--- config.mk ---
export PLATFORM = sky130hd
export DESIGN_NAME = gda_front
export DESIGN_NICKNAME = d
export VERILOG_FILES = /design/src/hw/rtl/gda_pkg.sv /design/src/hw/rtl/gda_front.sv
export SDC_FILE = /design/constraint.sdc
export NUM_CORES = 1
export LEC_CHECK = 0
export BUFFER_PORTS_ARGS = -buffer_cell sky130_fd_sc_hd__buf_2
export CAP_MARGIN = 20
export CORE_UTILIZATION = 50
export DETAILED_ROUTE_END_ITERATION = 8
export PLACE_DENSITY = 0.73
export SETUP_SLACK_MARGIN = 0.1
export SKIP_LAST_GASP = 1
export SLEW_MARGIN = 5
export SYNTH_ARGS = -nofsm -noshare
export SYNTH_HDL_FRONTEND = slang
export SYNTH_SLANG_ARGS = --single-unit
--- constraint.sdc ---
create_clock -name clk -period 3.26 [get_ports clk]
set_clock_uncertainty 0.2 [all_clocks]
set_input_delay 0.652 -clock clk [delete_from_list [all_inputs] [get_ports clk]]
set_output_delay 0.652 -clock clk [all_outputs]
set_load 0.01 [all_outputs]
--- src/hw/rtl/gda_pkg.sv ---
// ----------------------------------------------------------------------------
// gda_pkg
// Shared types, codes and constants of the geofence distance alarm.
// ----------------------------------------------------------------------------
package gda_pkg;

  localparam int CORDIC_ITERATIONS_DEF = 24;
  localparam int QUEUE_DEPTH           = 4;
  localparam int CW                    = 34;   // cordic datapath width
  localparam int SQRT_STEPS            = 31;   // result bits of the root

  localparam logic signed [26:0] QUARTER_TURN = 27'sd11796480;  // 90 deg, 2^-17 units
  localparam logic signed [26:0] HALF_TURN    = 27'sd23592960;
  localparam logic signed [31:0] DEG_TO_RAD   = 32'sd74961321;
  localparam logic signed [CW-1:0] GAIN_INV   = 34'sd652032874;
  localparam logic signed [31:0] TWO_EARTH_KM = 32'sd12742;
  localparam logic [30:0]        ONE_Q30      = 31'h4000_0000;
  localparam logic [22:0]        DIST_MAX     = 23'd5123840;
  localparam logic [15:0]        DURATION_RST = 16'd15000;

  localparam logic [1:0] REG_HOME_LAT = 2'd0;
  localparam logic [1:0] REG_HOME_LON = 2'd1;
  localparam logic [1:0] REG_DURATION = 2'd2;

  typedef enum logic [1:0] {
    OP_TICK, OP_ALARM_ON, OP_ALARM_OFF, OP_RESET
  } opcode_t;

  typedef enum logic [2:0] {
    ST_NONE, ST_STARTED, ST_OUTSIDE, ST_UNSET, ST_OFF, ST_TIMEOUT
  } status_t;

  typedef enum logic [2:0] {
    KIND_TICK, KIND_GEO, KIND_UNSET, KIND_OFF, KIND_CLEAR
  } kind_t;

  typedef enum logic [3:0] {
    SEQ_IDLE, SEQ_ANGLE, SEQ_ZLOAD, SEQ_ROT, SEQ_MUL1, SEQ_MUL2, SEQ_MUL3,
    SEQ_MUL4, SEQ_MUL5, SEQ_ASUM, SEQ_SQRT, SEQ_VLOAD, SEQ_VEC, SEQ_DMUL,
    SEQ_DIST, SEQ_RESULT
  } seq_state_t;

  typedef struct packed {
    kind_t              kind;
    logic signed [23:0] lat;
    logic signed [24:0] lon;
    logic [22:0]        radius;
  } item_t;

  typedef struct packed {
    logic                 start;
    logic                 vec;
    logic signed [CW-1:0] x;
    logic signed [CW-1:0] y;
    logic signed [CW-1:0] z;
  } cordic_req_t;

  typedef struct packed {
    logic                 done;
    logic signed [CW-1:0] x;
    logic signed [CW-1:0] y;
    logic signed [CW-1:0] z;
  } cordic_rsp_t;

  // arctangent of 2^-i in radians, Q30
  function automatic logic [29:0] atan_q30(input logic [4:0] idx);
    logic [29:0] v;
    case (idx)
      5'd0:  v = 30'h3243F6A8 & 30'h3FFFFFFF;
      5'd1:  v = 30'h1DAC6705;
      5'd2:  v = 30'h0FADBAFC;
      5'd3:  v = 30'h07F56EA6;
      5'd4:  v = 30'h03FEAB76;
      5'd5:  v = 30'h01FFD55B;
      5'd6:  v = 30'h00FFFAAA;
      5'd7:  v = 30'h007FFF55;
      5'd8:  v = 30'h003FFFEA;
      5'd9:  v = 30'h001FFFFD;
      5'd10: v = 30'h000FFFFF;
      5'd11: v = 30'h0007FFFF;
      5'd12: v = 30'h0003FFFF;
      5'd13: v = 30'h0001FFFF;
      5'd14: v = 30'h0000FFFF;
      5'd15: v = 30'h00007FFF;
      5'd16: v = 30'h00003FFF;
      5'd17: v = 30'h00001FFF;
      5'd18: v = 30'h00000FFF;
      5'd19: v = 30'h000007FF;
      5'd20: v = 30'h000003FF;
      5'd21: v = 30'h000001FF;
      5'd22: v = 30'h000000FF;
      5'd23: v = 30'h0000007F;
      5'd24: v = 30'h0000003F;
      5'd25: v = 30'h0000001F;
      5'd26: v = 30'h0000000F;
      5'd27: v = 30'h00000008;
      5'd28: v = 30'h00000004;
      5'd29: v = 30'h00000002;
      5'd30: v = 30'h00000001;
      default: v = 30'h0;
    endcase
    return v;
  endfunction

endpackage

--- src/hw/rtl/gda_front.sv ---
// ----------------------------------------------------------------------------
// gda_front
// Input side: takes items, sorts them into kinds and queues them.
// ----------------------------------------------------------------------------
module gda_front (
  input  logic                 clk,
  input  logic                 rst_n,
  input  logic                 in_tvalid,
  output logic                 in_tready,
  input  logic [71:0]          in_tdata,   // quake_latitude, quake_longitude, danger_radius
  input  logic [1:0]           in_tuser,   // opcode
  input  logic signed [23:0]   home_lat,
  input  logic signed [24:0]   home_lon,
  output logic                 q_valid,
  output gda_pkg::item_t       q_item,
  input  logic                 q_pop
);
  import gda_pkg::*;

  localparam int PW = $clog2(QUEUE_DEPTH);

  item_t         mem_r [QUEUE_DEPTH];
  logic [PW-1:0] wr_ptr_r, rd_ptr_r;
  logic [PW:0]   count_r;
  item_t         item_in;
  logic          push;

  always_comb begin
    item_in.lat    = signed'(in_tdata[23:0]);
    item_in.lon    = signed'(in_tdata[48:24]);
    item_in.radius = in_tdata[71:49];
    unique case (opcode_t'(in_tuser))
      OP_TICK:      item_in.kind = KIND_TICK;
      OP_ALARM_ON: begin
        // a home of exactly 0,0 means the position was never set
        item_in.kind = (home_lat == '0 && home_lon == '0) ? KIND_UNSET : KIND_GEO;
      end
      OP_ALARM_OFF: item_in.kind = KIND_OFF;
      OP_RESET:     item_in.kind = KIND_CLEAR;
      default:      item_in.kind = KIND_TICK;
    endcase
  end

  assign in_tready = (count_r != (PW+1)'(QUEUE_DEPTH));
  assign push      = in_tvalid && in_tready;
  assign q_valid   = (count_r != '0);
  assign q_item    = mem_r[rd_ptr_r];

  always_ff @(posedge clk) begin
    if (push) begin
      mem_r[wr_ptr_r] <= item_in;
    end
  end

  always_ff @(posedge clk) begin
    if (!rst_n) begin
      wr_ptr_r <= '0;
      rd_ptr_r <= '0;
      count_r  <= '0;
    end else begin
      if (push) begin
        wr_ptr_r <= (wr_ptr_r == PW'(QUEUE_DEPTH-1)) ? '0 : wr_ptr_r + 1'b1;
      end
      if (q_pop) begin
        rd_ptr_r <= (rd_ptr_r == PW'(QUEUE_DEPTH-1)) ? '0 : rd_ptr_r + 1'b1;
      end
      count_r <= count_r + (PW+1)'(push) - (PW+1)'(q_pop);
    end
  end

endmodule

======== Word-level counts from Yosys, hierarchy flattened ========
Memories as Yosys holds them, arrays and structs flattened. A register that Yosys moved wholly into a read port is not among the register bits.
Index checks and enable logic that the tools add are counted.
storage, ports and cells
  output and inout port bits .............. 77
  bits in read-only memories .............. 0
  latch bits .............................. 0
  memories ................................ 1
  bits in registers ....................... 7
  memory bits (writable) .................. 300
memories
  name   words  width  rd ports  clocked after Yosys merged registers in  write ports  RTL line         text
  mem_r  4      75     1         1                                        1            gda_front.sv:22  item_t mem_r [QUEUE_DEPTH];
cells by class
  reductions and logical operators ........ 6
  multipliers ............................. 0
  add/sub/neg operators ................... 4
  divide/modulo/power cells ............... 0
  eq/ne operators ......................... 6
  magnitude comparators ................... 0
  muxes and demuxes ....................... 8
  shifts and indexed selects .............. 0
  bitwise operators ....................... 0
operators by type and width
  operator               number
  $logic_not A25 Y1      1
  $logic_not A24 Y1      1
  $pmux W3 S4            1
  $mux W2                5
  $eq A2 B2 Y1 const B   4
  $add A2 B1 Y2 const B  2
  $add A3 B1 Y3          1
  $ne A3 B3 Y1 const B   1
  $reduce_bool A3 Y1     1
  $sub A3 B1 Y3          1
  $eq A2 B1 Y1 const B   1
  $logic_and A1 B1 Y1    2
  $logic_not A2 Y1       1
  $mux W1                2

======== Depth between registers and ports, before layout ========
  depth in word-level cells ............... 4
  depth in mapped cells ................... 9
  mapped depth without buffers ............ 8

======== Least setup slack after synthesis ========
OpenSTA, ideal clock, no wires.
  path kind ............................... input-to-reg
  start ................................... input in_tvalid
  end ..................................... memory mem_r[0][0] in the netlist's numbering (enable)
  data required time ...................... 2.661 ns
  stages on the path ...................... 2
  data arrival time ....................... 1.913 ns
  setup slack ............................. 0.748 ns
  cells stage by stage .................... buf_1 -> and3_2
on the way
  cells in the longest elaborated chain, start to end .. 3
RTL lines
  what                           RTL line         text
  start, declared                gda_front.sv:8   input logic in_tvalid,
  $logic_and A1 B1 Y1            gda_front.sv:45  assign push = in_tvalid && in_tready;
  $mux W1                        gda_front.sv:50  if (push) begin
  $mux W1 (implied by the code)  gda_front.sv:51  mem_r[wr_ptr_r] <= item_in;
  end, declared                  gda_front.sv:22
Every way passes these cells.

==> flow_summary.yaml <==
cells_and_area:
  nFillCells: 1560
  final_common_cell: "edfxtp_1"
  nets: 829
  drive_gt1_frac: 0.4819
  layout_common_cells: "300 x edfxtp_1, 203 x buf_2, 75 x mux4_2"
  syn2layout_area_growth_pct: 21.78
  stdcell_count: 1006
cts:
  hold_buffers: 0
  htreeDepth: 1
  clk_latency_ps: 540
  clockRootBuffer: "clkbuf_16"
  tritoncts: "done"
  cts_setup_buffers: 0
  clockBufferDepth: 3
  clock_sinks: 309
  cts-buffers-inserted: 31
  cts-resized-gates: 0
  clk_pin_slew_worst_paths_ps: 60
logic_synthesis:
  netlist_area_um2: 11460
  synth_top_area_frac: 0.7864
  yosys-top-cells-area: "edfxtp_1 79%, mux4_2 15%, dfxtp_1 1.6%"
  seq_area_frac_synth: 0.8021
  ys_seq_elements: 309
  yosys_warnings: 0
  synth_area_per_cell_um2: 24.69
  synth_cell_type_count: 33
  synthCells: 464
  synth_top_cell_by_area: "edfxtp_1"
  synth_fp_nets: 599
pwr:
  power.leakage_nw: 4.803
  switchingPower_mw: 2.153
  internal-power_mw: 7.422
  p_sw_frac: 0.2248
  power.share.combinational: 0.124
  power_frac_clock: 0.370
  ir_worst_vdd_uv: 565.7
  power_frac_seq: 0.506
  power_density_nw_per_um2: 686.3
global_route:
  grt_start_max_net_pins: 44
  grt_use_met1: 0.2478
  overflow: 0
  gr-usage-met3: 0.05075
  grtUsageMet2: 0.3244
  grt_pass1_wl_um: 34070
  first_global_vias: 6072
  grt_usage: 0.1917
  busiest_layer: "met2"
  antenna_found_initial: 2
setup_path:
  r2r.worst_path.cells: 7
  crit_chain: "buf_12, mux4_2, buf_2"
  startpoint_type: "flop"
  cp.arrival_ps: 2000
  cp_slowest_cell: "mux4_2"
  criticalPathCategory: "flop to output pin"
  regToRegSetupSlack_ps: 940
  critPathMaxStageDelay_ps: 600
  r2r_end: "count_r[1]"
  worstPathRequired_ps: 2410
  path_max_fanout: 40
  r2r-start: "count_r[2]"
  setup.worst_path.end_class: "output pin"
timing:
  drv_slew: 0
  fmax_mhz: 351.0
  setup_tns_ps: 0
  finalSetupViolCount: 0
  min_period_ps: 2849
  worstMarginPinSlew_ps: 525.0
  rsz0062_at_grt: "false"
  period_share: 0.8739
  finalHoldViolCount: 0
  max_slew_margin: 0.6500
die:
  std_cell_rows: 55
  initial_utilization: 0.5075
  die_y_um: 153.4
  dieArea_um2: 23520
  die_x_um: 153.4
  io_pins: 204
  core_um2: 22570
min_path:
  holdCritStartpoint: "in_tdata[2]"
  hold_path_end: "mem_r[2][50]"
  hold_depth: 1
  hp-class: "input pin to flop"
placed_design:
  io_buffers: 203
  place_inst: 946
  gp_congestion: 0.9448
  dp_hpwl_um: 13870
drt:
  wire_per_inst_um: 21.55
  drt_wl_total_um: 21680
  antenna_left: 0
  drc_errors: 0
  drt-vias-per-instance: 5.534
  vias: 5567
  drt_iter0_drc: 346
  dr.pass1.iters: 4
run_status:
  status: "completed"
run:
  max-cap-violations: 0
-- how the worst max path moves through the flow --
stage,endpoint,slack (ps),depth (start not counted)
finish,q_item[3],410,3
CTS,q_item[3],350,3
global route,q_item[0],300,3
detailed placement,count_r[2],920,8
floorplan,mem_r[0][0],750,2
global placement,count_r[2],930,8
-- power by group through the flow --
stage	Clock [mW]	Combinational [mW]	Sequential [mW]
after floorplan	0	0.698	4.90
after global placement	0	1.18	4.90
after detailed placement	0	1.21	4.93
after CTS	3.63	1.21	4.85
after global routing	3.79	1.29	4.87
final	3.55	1.19	4.84
-- worst max-delay path, delay by kind of cell (launching register included) --
kind	cells	cell delay [ps]
DFF	1	370
buffers and inverters	2	470
muxes	1	600
-- routing by layer --
layer  routed length [µm]  share of wire
met5                    0              0
met4                  420          0.019
met3                 1591          0.073
met2                11050           0.51
met1                 8611           0.40
-- final cells by class --
cell class | count | area, µm² | share of cell area
multi-input cells | 130 | 2130 | 0.1526
diodes | 3 | 7.507 | 0.0005381
clock inverters | 23 | 254.0 | 0.01821
repair buffers | 215 | 1194 | 0.08556
flip-flops and latches | 309 | 9196 | 0.6592
inverters | 7 | 26.28 | 0.001883
clock buffers | 34 | 787.0 | 0.05641
well taps | 285 | 356.6 | 0.02556
-- per-stage QoR --
step / util / hold slack, ps / setup WS (ps) / instance area [µm²] / power [mW]
2_1_floorplan: - / 291.5 / 748.1 / 11460 / 5.594
3_3_place_gp: 0.5716 / 308.6 / 925.6 / 12900 / 6.079
5_1_grt: 0.6177 / 95.06 / 304.0 / 13940 / 9.951
6_report: 0.6181 / 119.8 / 411.1 / 13950 / 9.575
4_1_cts: 0.6177 / 96.63 / 352.3 / 13940 / 9.687
3_5_place_dp: 0.5716 / 345.8 / 921.1 / 12900 / 6.140
-- Yosys cell counts (all sizes together) --
| library cell | count |
|---|---|
| mux2i | 1 |
| edfxtp | 300 |
| or4 | 1 |
| nand3 | 2 |
| mux4 | 75 |
| clkbuf | 2 |
| xnor2 | 2 |
| nor2b | 2 |
| nand2b | 1 |
| and3 | 5 |
| inv | 7 |
| or3b | 1 |
| buf | 16 |
| nor4 | 12 |
| fa | 1 |
| and4 | 2 |
| ha | 7 |
| nor2 | 4 |
| dfxtp | 9 |
| nor3b | 1 |
| or3 | 1 |
| nand2 | 1 |
| a41o | 1 |
| a21oi | 3 |
| nor3 | 1 |
| a21o | 2 |
| and2 | 3 |
| a41oi | 1 |
-- state kept, by name (all words and copies together), names as in the netlist, named ones only --
| name | flops |
|---|---|
| rd_ptr_r | 2 |
| count_r | 3 |
| mem_r | 300 |
| wr_ptr_r | 2 |
-- cell families (layout without fill, tap and decap cells) --
kind of cell	count (synthesis)	count (layout)	synth area share
multiplexers	76	76	0.1483
XOR/XNOR	2	2	0.001529
adder cells (fa/ha/maj)	8	8	0.009392
flip-flops	309	309	0.8021
buffers and inverters	25	279	0.01332
other	0	3	0
AND/OR/NAND/NOR	37	37	0.02108
AO/OA/AOI/OAI	7	7	0.004259
Power figures use the tool's default switching activity.
