<file path="config.mk">
export PLATFORM = sky130hd
export DESIGN_NAME = gda_back
export DESIGN_NICKNAME = d
export VERILOG_FILES = /design/src/hw/rtl/gda_pkg.sv /design/src/hw/rtl/gda_back.sv
export SDC_FILE = /design/constraint.sdc
export NUM_CORES = 2
export LEC_CHECK = 0
export BUFFER_PORTS_ARGS = -buffer_cell sky130_fd_sc_hd__buf_2
export CAP_MARGIN = 20
export CORE_MARGIN = 8
export CORE_UTILIZATION = 30
export CTS_BUF_LIST = sky130_fd_sc_hd__clkbuf_4 sky130_fd_sc_hd__clkbuf_8
export DETAILED_ROUTE_END_ITERATION = 8
export PLACE_DENSITY_LB_ADDON = 0.15
export SYNTH_ARGS = -nofsm -noshare
export SYNTH_HDL_FRONTEND = slang
export SYNTH_SLANG_ARGS = --single-unit
</file>
<file path="constraint.sdc">
create_clock -name clk -period 17.25 [get_ports clk]
set_input_delay 5.175 -clock clk [delete_from_list [all_inputs] [get_ports clk]]
set_output_delay 5.175 -clock clk [all_outputs]
set_load 0.005 [all_outputs]
</file>
<file path="src/hw/rtl/gda_pkg.sv">
// ----------------------------------------------------------------------------
// gda_pkg
// Shared types, codes and constants of the geofence distance alarm.
// ----------------------------------------------------------------------------
package gda_pkg;

  localparam int CORDIC_ITERATIONS_DEF = 24;
  localparam int QUEUE_DEPTH           = 4;
  localparam int CW                    = 34;   // cordic datapath width
  localparam int SQRT_STEPS            = 31;   // result bits of the root

  localparam logic signed [26:0] QUARTER_TURN = 27'sd11796480;  // 90 deg, 2^-17 units
  localparam logic signed [26:0] HALF_TURN    = 27'sd23592960;
  localparam logic signed [31:0] DEG_TO_RAD   = 32'sd74961321;
  localparam logic signed [CW-1:0] GAIN_INV   = 34'sd652032874;
  localparam logic signed [31:0] TWO_EARTH_KM = 32'sd12742;
  localparam logic [30:0]        ONE_Q30      = 31'h4000_0000;
  localparam logic [22:0]        DIST_MAX     = 23'd5123840;
  localparam logic [15:0]        DURATION_RST = 16'd15000;

  localparam logic [1:0] REG_HOME_LAT = 2'd0;
  localparam logic [1:0] REG_HOME_LON = 2'd1;
  localparam logic [1:0] REG_DURATION = 2'd2;

  typedef enum logic [1:0] {
    OP_TICK, OP_ALARM_ON, OP_ALARM_OFF, OP_RESET
  } opcode_t;

  typedef enum logic [2:0] {
    ST_NONE, ST_STARTED, ST_OUTSIDE, ST_UNSET, ST_OFF, ST_TIMEOUT
  } status_t;

  typedef enum logic [2:0] {
    KIND_TICK, KIND_GEO, KIND_UNSET, KIND_OFF, KIND_CLEAR
  } kind_t;

  typedef enum logic [3:0] {
    SEQ_IDLE, SEQ_ANGLE, SEQ_ZLOAD, SEQ_ROT, SEQ_MUL1, SEQ_MUL2, SEQ_MUL3,
    SEQ_MUL4, SEQ_MUL5, SEQ_ASUM, SEQ_SQRT, SEQ_VLOAD, SEQ_VEC, SEQ_DMUL,
    SEQ_DIST, SEQ_RESULT
  } seq_state_t;

  typedef struct packed {
    kind_t              kind;
    logic signed [23:0] lat;
    logic signed [24:0] lon;
    logic [22:0]        radius;
  } item_t;

  typedef struct packed {
    logic                 start;
    logic                 vec;
    logic signed [CW-1:0] x;
    logic signed [CW-1:0] y;
    logic signed [CW-1:0] z;
  } cordic_req_t;

  typedef struct packed {
    logic                 done;
    logic signed [CW-1:0] x;
    logic signed [CW-1:0] y;
    logic signed [CW-1:0] z;
  } cordic_rsp_t;

  // arctangent of 2^-i in radians, Q30
  function automatic logic [29:0] atan_q30(input logic [4:0] idx);
    logic [29:0] v;
    case (idx)
      5'd0:  v = 30'h3243F6A8 & 30'h3FFFFFFF;
      5'd1:  v = 30'h1DAC6705;
      5'd2:  v = 30'h0FADBAFC;
      5'd3:  v = 30'h07F56EA6;
      5'd4:  v = 30'h03FEAB76;
      5'd5:  v = 30'h01FFD55B;
      5'd6:  v = 30'h00FFFAAA;
      5'd7:  v = 30'h007FFF55;
      5'd8:  v = 30'h003FFFEA;
      5'd9:  v = 30'h001FFFFD;
      5'd10: v = 30'h000FFFFF;
      5'd11: v = 30'h0007FFFF;
      5'd12: v = 30'h0003FFFF;
      5'd13: v = 30'h0001FFFF;
      5'd14: v = 30'h0000FFFF;
      5'd15: v = 30'h00007FFF;
      5'd16: v = 30'h00003FFF;
      5'd17: v = 30'h00001FFF;
      5'd18: v = 30'h00000FFF;
      5'd19: v = 30'h000007FF;
      5'd20: v = 30'h000003FF;
      5'd21: v = 30'h000001FF;
      5'd22: v = 30'h000000FF;
      5'd23: v = 30'h0000007F;
      5'd24: v = 30'h0000003F;
      5'd25: v = 30'h0000001F;
      5'd26: v = 30'h0000000F;
      5'd27: v = 30'h00000008;
      5'd28: v = 30'h00000004;
      5'd29: v = 30'h00000002;
      5'd30: v = 30'h00000001;
      default: v = 30'h0;
    endcase
    return v;
  endfunction

endpackage

</file>
<file path="src/hw/rtl/gda_back.sv">
// ----------------------------------------------------------------------------
// gda_back
// Execution side: haversine sequencer, shared multiplier, square roots,
// relay state and the output register.
// ----------------------------------------------------------------------------
module gda_back (
  input  logic                 clk,
  input  logic                 rst_n,
  input  logic                 q_valid,
  input  gda_pkg::item_t       q_item,
  output logic                 q_pop,
  input  logic signed [23:0]   home_lat,
  input  logic signed [24:0]   home_lon,
  input  logic [15:0]          duration,
  output gda_pkg::cordic_req_t cordic_req,
  input  gda_pkg::cordic_rsp_t cordic_rsp,
  output logic                 out_tvalid,
  input  logic                 out_tready,
  output logic [23:0]          out_tdata,  // relay_on, distance
  output logic [2:0]           out_tuser   // status
);
  import gda_pkg::*;

  typedef struct packed {
    logic [61:0] v;
    logic [31:0] rem;
    logic [30:0] root;
  } sq_lane_t;

  // one two-bit step of the digit-by-digit floor square root
  function automatic sq_lane_t sq_step(input sq_lane_t l);
    logic [33:0] pre, trial;
    sq_lane_t    n;
    pre   = {l.rem, l.v[61:60]};
    trial = {1'b0, l.root, 2'b01};
    n.v   = {l.v[59:0], 2'b00};
    if (pre >= trial) begin
      n.rem  = 32'(pre - trial);
      n.root = {l.root[29:0], 1'b1};
    end else begin
      n.rem  = 32'(pre);
      n.root = {l.root[29:0], 1'b0};
    end
    return n;
  endfunction

  seq_state_t         state_r, state_nxt;
  item_t              item_r;
  logic [1:0]         k_r;
  logic               flip_r, neg_r;
  logic signed [63:0] prod_r;
  logic signed [31:0] mul_a, mul_b;
  logic signed [31:0] s_dlat_r, s_dlon_r, c1_r, c2_r, t1_r, cc_r, sd_r, zc_r;
  sq_lane_t           p_lane_r, q_lane_r;
  logic [4:0]         sq_cnt_r;
  logic [22:0]        dist_r;

  logic               active_r, active_nxt;
  logic [15:0]        ticks_r, ticks_nxt, tick_inc;
  status_t            status_nxt;
  logic [22:0]        dist_out;

  logic               out_valid_r, out_relay_r;
  logic [22:0]        out_dist_r;
  logic [2:0]         out_status_r;
  logic               commit;

  logic signed [26:0] ang, ang_f;
  logic               ang_flip;
  logic [23:0]        ang_mag;
  logic [31:0]        zmag;
  logic signed [CW-1:0] z0;
  logic signed [31:0] rot_sin, rot_cos;
  logic signed [33:0] a_sum;
  logic [30:0]        a_c;
  logic signed [63:0] dround;
  logic [41:0]        dwide;

  // angle for the current CORDIC pass, 2^-17 degree units (half a difference or a whole latitude)
  always_comb begin
    unique case (k_r)
      2'd0:    ang = 27'(item_r.lat) - 27'(home_lat);
      2'd1:    ang = 27'(item_r.lon) - 27'(home_lon);
      2'd2:    ang = 27'(home_lat) <<< 1;
      default: ang = 27'(item_r.lat) <<< 1;
    endcase
    ang_flip = 1'b1;
    if (ang > QUARTER_TURN) begin
      ang_f = ang - HALF_TURN;
    end else if (ang < -QUARTER_TURN) begin
      ang_f = ang + HALF_TURN;
    end else begin
      ang_f    = ang;
      ang_flip = 1'b0;
    end
    ang_mag = 24'(ang_f[26] ? -ang_f : ang_f);
  end

  always_comb begin
    zmag    = 32'(prod_r >>> 19);
    z0      = neg_r ? -signed'({2'b00, zmag}) : signed'({2'b00, zmag});
    rot_sin = 32'(flip_r ? -cordic_rsp.y : cordic_rsp.y);
    rot_cos = 32'(flip_r ? -cordic_rsp.x : cordic_rsp.x);
    a_sum   = 34'(t1_r) + 34'(signed'(32'(prod_r >>> 30)));
    if (a_sum[33]) begin
      a_c = '0;
    end else if (a_sum > 34'(ONE_Q30)) begin
      a_c = ONE_Q30;
    end else begin
      a_c = 31'(a_sum);
    end
    dround = (prod_r + 64'sd2097152) >>> 22;
    dwide  = 42'(dround);
  end

  // result of the item, applied on commit
  always_comb begin
    tick_inc   = (ticks_r == 16'hFFFF) ? ticks_r : ticks_r + 1'b1;
    active_nxt = active_r;
    ticks_nxt  = ticks_r;
    status_nxt = ST_NONE;
    dist_out   = '0;
    unique case (item_r.kind)
      KIND_TICK: begin
        ticks_nxt = tick_inc;
        if (active_r && tick_inc >= duration) begin
          active_nxt = 1'b0;
          status_nxt = ST_TIMEOUT;
        end
      end
      KIND_GEO: begin
        dist_out = dist_r;
        if (dist_r <= item_r.radius) begin
          active_nxt = 1'b1;
          ticks_nxt  = '0;
          status_nxt = ST_STARTED;
        end else begin
          status_nxt = ST_OUTSIDE;
        end
      end
      KIND_UNSET: status_nxt = ST_UNSET;
      KIND_OFF: begin
        active_nxt = 1'b0;
        status_nxt = ST_OFF;
      end
      KIND_CLEAR: begin
        active_nxt = 1'b0;
        ticks_nxt  = '0;
      end
      default: status_nxt = ST_NONE;
    endcase
  end

  // next state
  always_comb begin
    state_nxt = state_r;
    unique case (state_r)
      SEQ_IDLE:   if (q_valid) state_nxt = (q_item.kind == KIND_GEO) ? SEQ_ANGLE : SEQ_RESULT;
      SEQ_ANGLE:  state_nxt = SEQ_ZLOAD;
      SEQ_ZLOAD:  state_nxt = SEQ_ROT;
      SEQ_ROT:    if (cordic_rsp.done) state_nxt = (k_r == 2'd3) ? SEQ_MUL1 : SEQ_ANGLE;
      SEQ_MUL1:   state_nxt = SEQ_MUL2;
      SEQ_MUL2:   state_nxt = SEQ_MUL3;
      SEQ_MUL3:   state_nxt = SEQ_MUL4;
      SEQ_MUL4:   state_nxt = SEQ_MUL5;
      SEQ_MUL5:   state_nxt = SEQ_ASUM;
      SEQ_ASUM:   state_nxt = SEQ_SQRT;
      SEQ_SQRT:   if (sq_cnt_r == 5'(SQRT_STEPS-1)) state_nxt = SEQ_VLOAD;
      SEQ_VLOAD:  state_nxt = SEQ_VEC;
      SEQ_VEC:    if (cordic_rsp.done) state_nxt = SEQ_DMUL;
      SEQ_DMUL:   state_nxt = SEQ_DIST;
      SEQ_DIST:   state_nxt = SEQ_RESULT;
      SEQ_RESULT: if (!out_valid_r || out_tready) state_nxt = SEQ_IDLE;
      default:    state_nxt = SEQ_IDLE;
    endcase
  end

  // outputs of the sequencer
  always_comb begin
    q_pop      = 1'b0;
    commit     = 1'b0;
    mul_a      = '0;
    mul_b      = '0;
    cordic_req = '0;
    unique case (state_r)
      SEQ_IDLE:   q_pop = q_valid;
      SEQ_ANGLE: begin
        mul_a = signed'({8'b0, ang_mag});
        mul_b = DEG_TO_RAD;
      end
      SEQ_ZLOAD: begin
        cordic_req.start = 1'b1;
        cordic_req.x     = GAIN_INV;
        cordic_req.z     = z0;
      end
      SEQ_MUL1: begin
        mul_a = s_dlat_r;
        mul_b = s_dlat_r;
      end
      SEQ_MUL2: begin
        mul_a = c1_r;
        mul_b = c2_r;
      end
      SEQ_MUL3: begin
        mul_a = s_dlon_r;
        mul_b = s_dlon_r;
      end
      SEQ_MUL5: begin
        mul_a = cc_r;
        mul_b = sd_r;
      end
      SEQ_VLOAD: begin
        cordic_req.start = 1'b1;
        cordic_req.vec   = 1'b1;
        cordic_req.x     = signed'({3'b000, q_lane_r.root});
        cordic_req.y     = signed'({3'b000, p_lane_r.root});
      end
      SEQ_DMUL: begin
        mul_a = zc_r;
        mul_b = TWO_EARTH_KM;
      end
      SEQ_RESULT: commit = !out_valid_r || out_tready;
      default: begin
        q_pop = 1'b0;
      end
    endcase
  end

  always_ff @(posedge clk) begin
    prod_r <= 64'(mul_a) * 64'(mul_b);
    unique case (state_r)
      SEQ_IDLE: begin
        item_r <= q_item;
        k_r    <= '0;
      end
      SEQ_ANGLE: begin
        flip_r <= ang_flip;
        neg_r  <= ang_f[26];
      end
      SEQ_ROT: begin
        if (cordic_rsp.done) begin
          unique case (k_r)
            2'd0:    s_dlat_r <= rot_sin;
            2'd1:    s_dlon_r <= rot_sin;
            2'd2:    c1_r     <= rot_cos;
            default: c2_r     <= rot_cos;
          endcase
          k_r <= k_r + 1'b1;
        end
      end
      SEQ_MUL2: t1_r <= 32'(prod_r >>> 30);
      SEQ_MUL3: cc_r <= 32'(prod_r >>> 30);
      SEQ_MUL4: sd_r <= 32'(prod_r >>> 30);
      SEQ_ASUM: begin
        p_lane_r <= '{v: {1'b0, a_c, 30'b0}, rem: '0, root: '0};
        q_lane_r <= '{v: {1'b0, 31'(ONE_Q30 - a_c), 30'b0}, rem: '0, root: '0};
        sq_cnt_r <= '0;
      end
      SEQ_SQRT: begin
        p_lane_r <= sq_step(p_lane_r);
        q_lane_r <= sq_step(q_lane_r);
        sq_cnt_r <= sq_cnt_r + 1'b1;
      end
      SEQ_VEC: begin
        if (cordic_rsp.done) begin
          zc_r <= cordic_rsp.z[CW-1] ? '0 : 32'(cordic_rsp.z);
        end
      end
      SEQ_DIST: dist_r <= (dwide > 42'(DIST_MAX)) ? DIST_MAX : 23'(dwide);
      default: begin
      end
    endcase
    if (commit) begin
      out_relay_r  <= active_nxt;
      out_dist_r   <= dist_out;
      out_status_r <= status_nxt;
    end
  end

  always_ff @(posedge clk) begin
    if (!rst_n) begin
      state_r     <= SEQ_IDLE;
      active_r    <= 1'b0;
      ticks_r     <= '0;
      out_valid_r <= 1'b0;
    end else begin
      state_r <= state_nxt;
      if (commit) begin
        active_r    <= active_nxt;
        ticks_r     <= ticks_nxt;
        out_valid_r <= 1'b1;
      end else if (out_tready) begin
        out_valid_r <= 1'b0;
      end
    end
  end

  assign out_tvalid = out_valid_r;
  assign out_tdata  = {out_dist_r, out_relay_r};
  assign out_tuser  = out_status_r;

endmodule

</file>
* After elaboration in Yosys (flattened, before gate mapping)
Index checks and enable logic that the tools add are counted.
** Cells by class
- Divide/modulo/power cells :: 0
- Shift operators :: 0
- Add/sub/neg operators :: 16
- Bitwise gates (word level) :: 1
- Eq/ne operators :: 31
- Multipliers :: 1
- Reductions and logical operators :: 21
- Order comparisons :: 8
- Muxes and demuxes :: 45
** Operators with widths (number)
- one-hot mux 125 bit (2 select lines) :: 2
- one-hot mux 32 bit (6 select lines) :: 2
- two-way mux 63 bit :: 2
- two-way mux 31 bit :: 3
- one-hot mux 27 bit (3 select lines) :: 1
- greater-or-equal comparator 34 x 33 -> 1 bit :: 2
- two-way mux 34 bit :: 2
- adder 64 x 23 -> 64 bit, second input constant :: 1
- multiplier 32 x 32 -> 64 bit :: 1
- two-way mux 32 bit :: 2
- negation 32 bit :: 2
- one-hot mux 4 bit (16 select lines) :: 1
- subtractor 32 bit :: 2
- one-hot mux 31 bit (2 select lines) :: 1
- two-way mux 27 bit :: 2
- one-hot mux 16 bit (3 select lines) :: 1
- greater-than comparator 42 x 23 -> 1 bit, second input constant :: 1
- greater-than comparator 34 x 31 -> 1 bit, second input constant :: 1
- negation 32 -> 34 bit :: 1
- adder 32 x 32 -> 33 bit :: 1
- == test 4 bit, second input constant :: 8
- two-way mux 16 bit :: 2
- subtractor 31 bit, first input constant :: 1
- adder 27 x 26 -> 27 bit, second input constant :: 1
- 45 further kinds :: 80
** Word-level totals
- ROM bits :: 0
- Input port bits :: 247
- Latch bits :: 0
- Flip-flop bits (word level) :: 726
- Memories kept :: 0
- Memory bits (writable) :: 0
- Logic and storage cells :: 154

* Longest topological paths before layout
- Word-level depth :: 9
- Mapped depth :: 56

* Least setup slack after synthesis
No wires, ideal clock.
- Kind :: input port to flip-flop
- Start :: in home_lat[0]
- End :: reg prod_r[62]
- Cell stages on the path :: 51
- Setup slack :: 0.564 ns
- Required time :: 17.178 ns
- Setup time :: 0.072 ns
- Data arrival time :: 16.615 ns
- Cell sequence :: ha_1 > fa_1 > nand2b_1 > a211o_1 > a21oi_1 > o2111ai_2 > a31o_2 > a21oi_1 > a211o_1 > and2_1 > buf_2 > inv_1 > ha_1 > a221o_1 > a21oi_2 > o21ai_1 > a2bb2oi_2 > buf_6 > (+15 left out) > inv_1 > fa_1 > inv_1 > fa_1 > inv_1 > ha_1 > nand3_1 > nor2_1 > nand2_1 > or2_2 > o311a_1 > o21a_1 > o41ai_4 > a41oi_1 > nand2b_2 > a21oi_1 > o31ai_2 > xor2_1
** Between the ends
- Longest elaborated chain between the ends :: 9
** RTL lines
- start: declaration :: line gda_back.sv:12 : input logic signed [23:0] home_lat,
- subtractor 24 x 24 -> 25 bit :: line gda_back.sv:82 : 2'd0: ang = 27'(item_r.lat) - 27'(home_lat);
- one-hot mux 27 bit (3 select lines) (*) :: line gda_back.sv:81 : unique case (k_r)
- adder 27 x 26 -> 27 bit / less-than comparator 27 x 25 -> 1 bit (equally long branches) :: line gda_back.sv:91, gda_back.sv:90
- two-way mux 27 bit :: line gda_back.sv:90 : end else if (ang < -QUARTER_TURN) begin
- two-way mux 27 bit (*) :: line gda_back.sv:88 : if (ang > QUARTER_TURN) begin
- negation 24 bit :: line gda_back.sv:96 : ang_mag = 24'(ang_f[26] ? -ang_f : ang_f);
- two-way mux 24 bit (*) :: line gda_back.sv:96
- one-hot mux 32 bit (6 select lines) (*) :: line gda_back.sv:185 : unique case (state_r)
- multiplier 32 x 32 -> 64 bit (*) :: line gda_back.sv:230 : prod_r <= 64'(mul_a) * 64'(mul_b);
- end signal: assignment :: line gda_back.sv:230
- end: declaration :: line gda_back.sv:51 : logic signed [63:0] prod_r;
Mark *: on every way between the ends. The rest lies on a longest branch, timed or not.
A chain may end at the register's enable or synchronous reset.

* Worst setup path in the final report
- Start :: in home_lon[0]
- End :: reg prod_r[62]
** Between the ends
- Longest elaborated chain between the ends :: 9
** RTL lines
- start: declaration :: line gda_back.sv:13 : input logic signed [24:0] home_lon,
- subtractor 25 x 25 -> 26 bit (*) :: line gda_back.sv:83 : 2'd1: ang = 27'(item_r.lon) - 27'(home_lon);
- one-hot mux 27 bit (3 select lines) (*) :: line gda_back.sv:81
- adder 27 x 26 -> 27 bit / less-than comparator 27 x 25 -> 1 bit (equally long branches) :: line gda_back.sv:91, gda_back.sv:90
- two-way mux 27 bit :: line gda_back.sv:90
- two-way mux 27 bit (*) :: line gda_back.sv:88
- negation 24 bit :: line gda_back.sv:96
- two-way mux 24 bit (*) :: line gda_back.sv:96
- one-hot mux 32 bit (6 select lines) (*) :: line gda_back.sv:185
- multiplier 32 x 32 -> 64 bit (*) :: line gda_back.sv:230
Marks and branches as above.

==> PnR_summary.wiki <==
{| class="wikitable"
! Metric !! Value
|-
| Final Non-Filler Cells || between 10000 and 15000
|-
| WL per Instance || 22.04 microns
|-
| Buffers on Ports || roughly 370
|-
| Count of cells along the worst register-to-register path || between 50 and 60
|-
| Worst-case hold path end point || p_lane_r[122]
|-
| Synth Cell Area || 74700 sq um
|-
| Async set-or-reset flop fraction in the synthesized netlist || 0%
|-
| Count of yosys warnings during synthesis || 0
|-
| Top flip-flop cell by instance count after synthesis || sky130_fd_sc_hd__edfxtp_1
|-
| Number of placement rows || approximately 180
|-
| Min-delay worst type || flop to flop
|-
| Type of origin of the critical path || primary input
|-
| Drt drc || 0
|-
| Total I/O pin count || 380
|-
| Number of buffers inserted by hold repair at cts || 0
|-
| Fraction of final layout cells with drive strength greater than 1 || between 10% and 20%
|-
| Clock tree from TritonCTS || done
|-
| Fmax achieved || 0.05942 GHz
|-
| Global routing's busiest layer || met2
|-
| Clock slew at the register clock pins of the worst setup and hold paths || roughly 0.06 ns
|-
| Worst Hold Path Cells || 2
|-
| Area delta synth->final || 17.21%
|-
| Post-synthesis sequential area ratio || approximately 25%
|-
| Register-to-Register Setup Slack || around 4.4 ns
|-
| Avg Vias per Cell || around 4.9
|-
| Number of synthesized flops with an enable pin || around 580
|-
| Detailed Routing Iterations Pass 1 || 5
|-
| Part of the cycle the worst path needs || 97.55%
|-
| Category of the worst setup path capture point || flop
|-
| Tightest Pin Transition || between 1 and 1.5 ns
|-
| Final period demand of the worst path || ~17 ns
|-
| R2R Path End || prod_r[62]
|-
| Origin of the critical flop-to-flop path || item_r[23]
|-
| Vias in the first global route || 61959
|-
| MaxCap Viol Count || 0
|-
| Yosys cell types || 120
|-
| Number of buffers inserted during clock tree synthesis || 130
|-
| X dimension of the die || ~500 microns
|-
| Pin count of the biggest net entering global routing || 73
|-
| Initial antenna violation count || 43
|-
| Latest clock arrival within the worst-skew pair || approximately 0.91 ns
|-
| Total number of H-tree levels || 4
|-
| Cell accounting for the most synthesized area || sky130_fd_sc_hd__fa_1
|-
| Cell at the root of the clock tree || sky130_fd_sc_hd__clkbuf_8
|-
| Area share of the largest cell type after synthesis || between 20 and 30%
|-
| Result of the run || completed
|-
| Cell with the largest stage delay on the worst path || sky130_fd_sc_hd__fa_1
|-
| First-pass GRT wire length || roughly 400000 microns
|-
| GR met1 Demand/Resource || about a quarter
|-
| Number of cells after detailed placement || between 10000 and 15000
|-
| Total of endpoints with negative setup slack in the final report || 0
|-
| Global-route track usage on met2 || around a third
|-
| Yosys reg bits || between 600 and 700
|-
| Final setup skew || 0.06467 ns
|-
| Total count of max-transition violations in the final report || 0
|-
| Count of clock tree sinks || roughly 650
|-
| GRT Util Overall || 19.74%
|-
| GRT met3 Usage || under 10%
|-
| Detailed placer's ending HPWL || a little over 200000 microns
|-
| Vias post-DR || around 59000
|-
| Initial cell density of the core || between 30% and 40%
|-
| ANT nets after route || 0
|-
| Rel. slew slack || 20.83%
|-
| Critical-path maximum fanout || 6
|-
| Number of design-rule violations left by the first detailed-router iteration || a little under 4000
|-
| Maximum buffer depth of the clock tree || 3
|-
| Final count of hold timing violations || 0
|-
| Post-layout net count || 10335
|-
| Final Wtd Congestion || around 0.88
|-
| Crit path kind || primary input to flop
|-
| Cells after Synth || 7900
|-
| Overall routed net length || about 270000 microns
|-
| Mean instance size in the synthesized netlist || between 9 and 10 sq um
|-
| Core region area || about 250000 sq um
|-
| Arrival @ worst endpoint || around 18 ns
|-
| Critical Path Max Stage Delay || roughly 0.55 ns
|-
| Critical hold path startpoint || p_lane_r[120]
|-
| Total congestion overflow || 0
|-
| Die Span Y || around 500 microns
|-
| Top cells by area, synth || sky130_fd_sc_hd__fa_1, sky130_fd_sc_hd__edfxtp_1, sky130_fd_sc_hd__inv_1
|-
| Die Outline Area || roughly 270000 sq um
|-
| Data required time of the critical path || between 15 and 20 ns
|}
-- kinds of logic after synthesis --
group	share of synthesized area, %
buffers and inverters	9.552
multiplexers	0.8626
flip-flops	25.07
AO/OA/AOI/OAI	10.22
other	0.005020
adder cells (fa/ha/maj)	35.48
AND/OR/NAND/NOR	15.05
XOR/XNOR	3.753
-- area by class of cell --
| class | count | area [sq um] |
|---|---|---|
| Antenna cell | 19 | 47.55 |
| Clock buffer | 155 | 1996 |
| Clock inverter | 74 | 696.9 |
| Fill cell | 25848 | 160600 |
| Inverter | 1485 | 5578 |
| Multi-Input combinational cell | 5392 | 49410 |
| Sequential cell | 646 | 18730 |
| Tap cell | 3330 | 4167 |
| Timing Repair Buffer | 965 | 6937 |
-- critical path: cells and delay by family --
kind,cells,cell delay [ns]
adders and majority gates,12,4.90
muxes,1,0.36
and+or+nand+nor,5,0.85
xor gates and xnor gates,3,0.66
buffers and inverters,17,1.94
AOI/OAI and AO/OA,18,3.63
-- stage by stage --
stage | utilization (%) | cell area [sq um] | setup WS [ns] | TNS, ns | hold WS [ns]
global placement | 33.85 | 84010 | -1.443 | -17.90 | 0.4912
global route | 35.27 | 87530 | -0.01804 | -0.01804 | 0.5352
floorplan | - | 74720 | 0.5635 | 0 | 0.4658
CTS | 34.95 | 86750 | 0.001766 | 0 | 0.5047
detailed placement | 33.85 | 84020 | -1.528 | -20.10 | 0.5036
finish | 35.28 | 87560 | 0.4220 | 0 | 0.5136
-- per-layer routing --
layer | vias to the layer above | part of all wire, %
li1 | 26917 | -
met1 | 30089 | 43
met2 | 1604 | 47
met3 | 384 | 6.3
met4 | 4 | 3.6
met5 | - | 0.0086
-- state kept, by name, summed over array words and instances (netlist names), 32 cells and up --
| name | cells |
|---|---|
| q_lane_r | 94 |
| s_dlat_r | 32 |
| sd_r | 32 |
| zc_r | 32 |
| prod_r | 45 |
| c1_r | 32 |
| cc_r | 32 |
| c2_r | 32 |
| p_lane_r | 95 |
| t1_r | 32 |
| item_r | 75 |
| s_dlon_r | 32 |
-- timing repair --
action,in CTS,in global routing
setup endpoints to repair,11,13
gates cloned,0,6
setup buffers,2,23
pin swaps,3,57
resized for setup,5,78
hold endpoints to repair,0,0
-- synth_stat cells, drive strengths merged, types with 67 or more instances --
master	n
nand3	121
nor2b	120
nor2	500
o21ai	205
ha	384
nand2	1050
and2	159
o31ai	79
xor2	124
clkbuf	309
xnor2	194
edfxtp	579
fa	1084
dfxtp	67
a21o	86
a21oi	276
nand2b	74
buf	74
nor3	115
inv	1480
-- worst max-delay path by stage --
stage | startpoint | endpoint | slack (ns) | cells past startpoint
after floorplan | home_lat[0] | prod_r[62] | 0.56 | 51
after global placement | home_lat[1] | prod_r[62] | -1.44 | 55
after detailed placement | home_lat[1] | prod_r[62] | -1.53 | 55
after CTS | home_lat[0] | prod_r[62] | 0.002 | 57
after global routing | home_lat[1] | prod_r[62] | -0.02 | 58
final | home_lon[0] | prod_r[62] | 0.42 | 56
-- cell usage in the layout (no fill, tap or decap), types with 19 or more instances in the layout --
master	instances
sky130_fd_sc_hd__inv_1	1478
sky130_fd_sc_hd__fa_1	1080
sky130_fd_sc_hd__nand2_1	1040
sky130_fd_sc_hd__edfxtp_1	579
sky130_fd_sc_hd__buf_4	545
sky130_fd_sc_hd__nor2_1	491
sky130_fd_sc_hd__ha_1	377
sky130_fd_sc_hd__buf_2	368
sky130_fd_sc_hd__a21oi_1	256
sky130_fd_sc_hd__xnor2_1	192
sky130_fd_sc_hd__o21ai_0	186
sky130_fd_sc_hd__and2_1	156
sky130_fd_sc_hd__clkbuf_8	133
sky130_fd_sc_hd__xor2_1	119
sky130_fd_sc_hd__nand3_1	118
sky130_fd_sc_hd__nor2b_1	117
sky130_fd_sc_hd__nor3_1	108
sky130_fd_sc_hd__a21o_1	86
sky130_fd_sc_hd__o31ai_1	75
sky130_fd_sc_hd__nand2b_1	70
sky130_fd_sc_hd__dfxtp_1	67
sky130_fd_sc_hd__nand4_1	66
sky130_fd_sc_hd__a22oi_1	61
sky130_fd_sc_hd__mux2i_1	55
sky130_fd_sc_hd__or3_1	51
sky130_fd_sc_hd__and3_1	49
sky130_fd_sc_hd__o21a_1	45
sky130_fd_sc_hd__buf_12	37
sky130_fd_sc_hd__a31oi_1	36
sky130_fd_sc_hd__clkinv_1	35
sky130_fd_sc_hd__o211ai_1	34
sky130_fd_sc_hd__a211oi_1	31
sky130_fd_sc_hd__clkbuf_4	22
sky130_fd_sc_hd__a222oi_1	21
sky130_fd_sc_hd__o21bai_1	20
sky130_fd_sc_hd__diode_2	19
sky130_fd_sc_hd__and4_1	19
sky130_fd_sc_hd__nor4_1	19
Power is left out: the tool's default activity adds up to more than one toggle a clock period on the data nets, which glitch-free logic cannot reach.
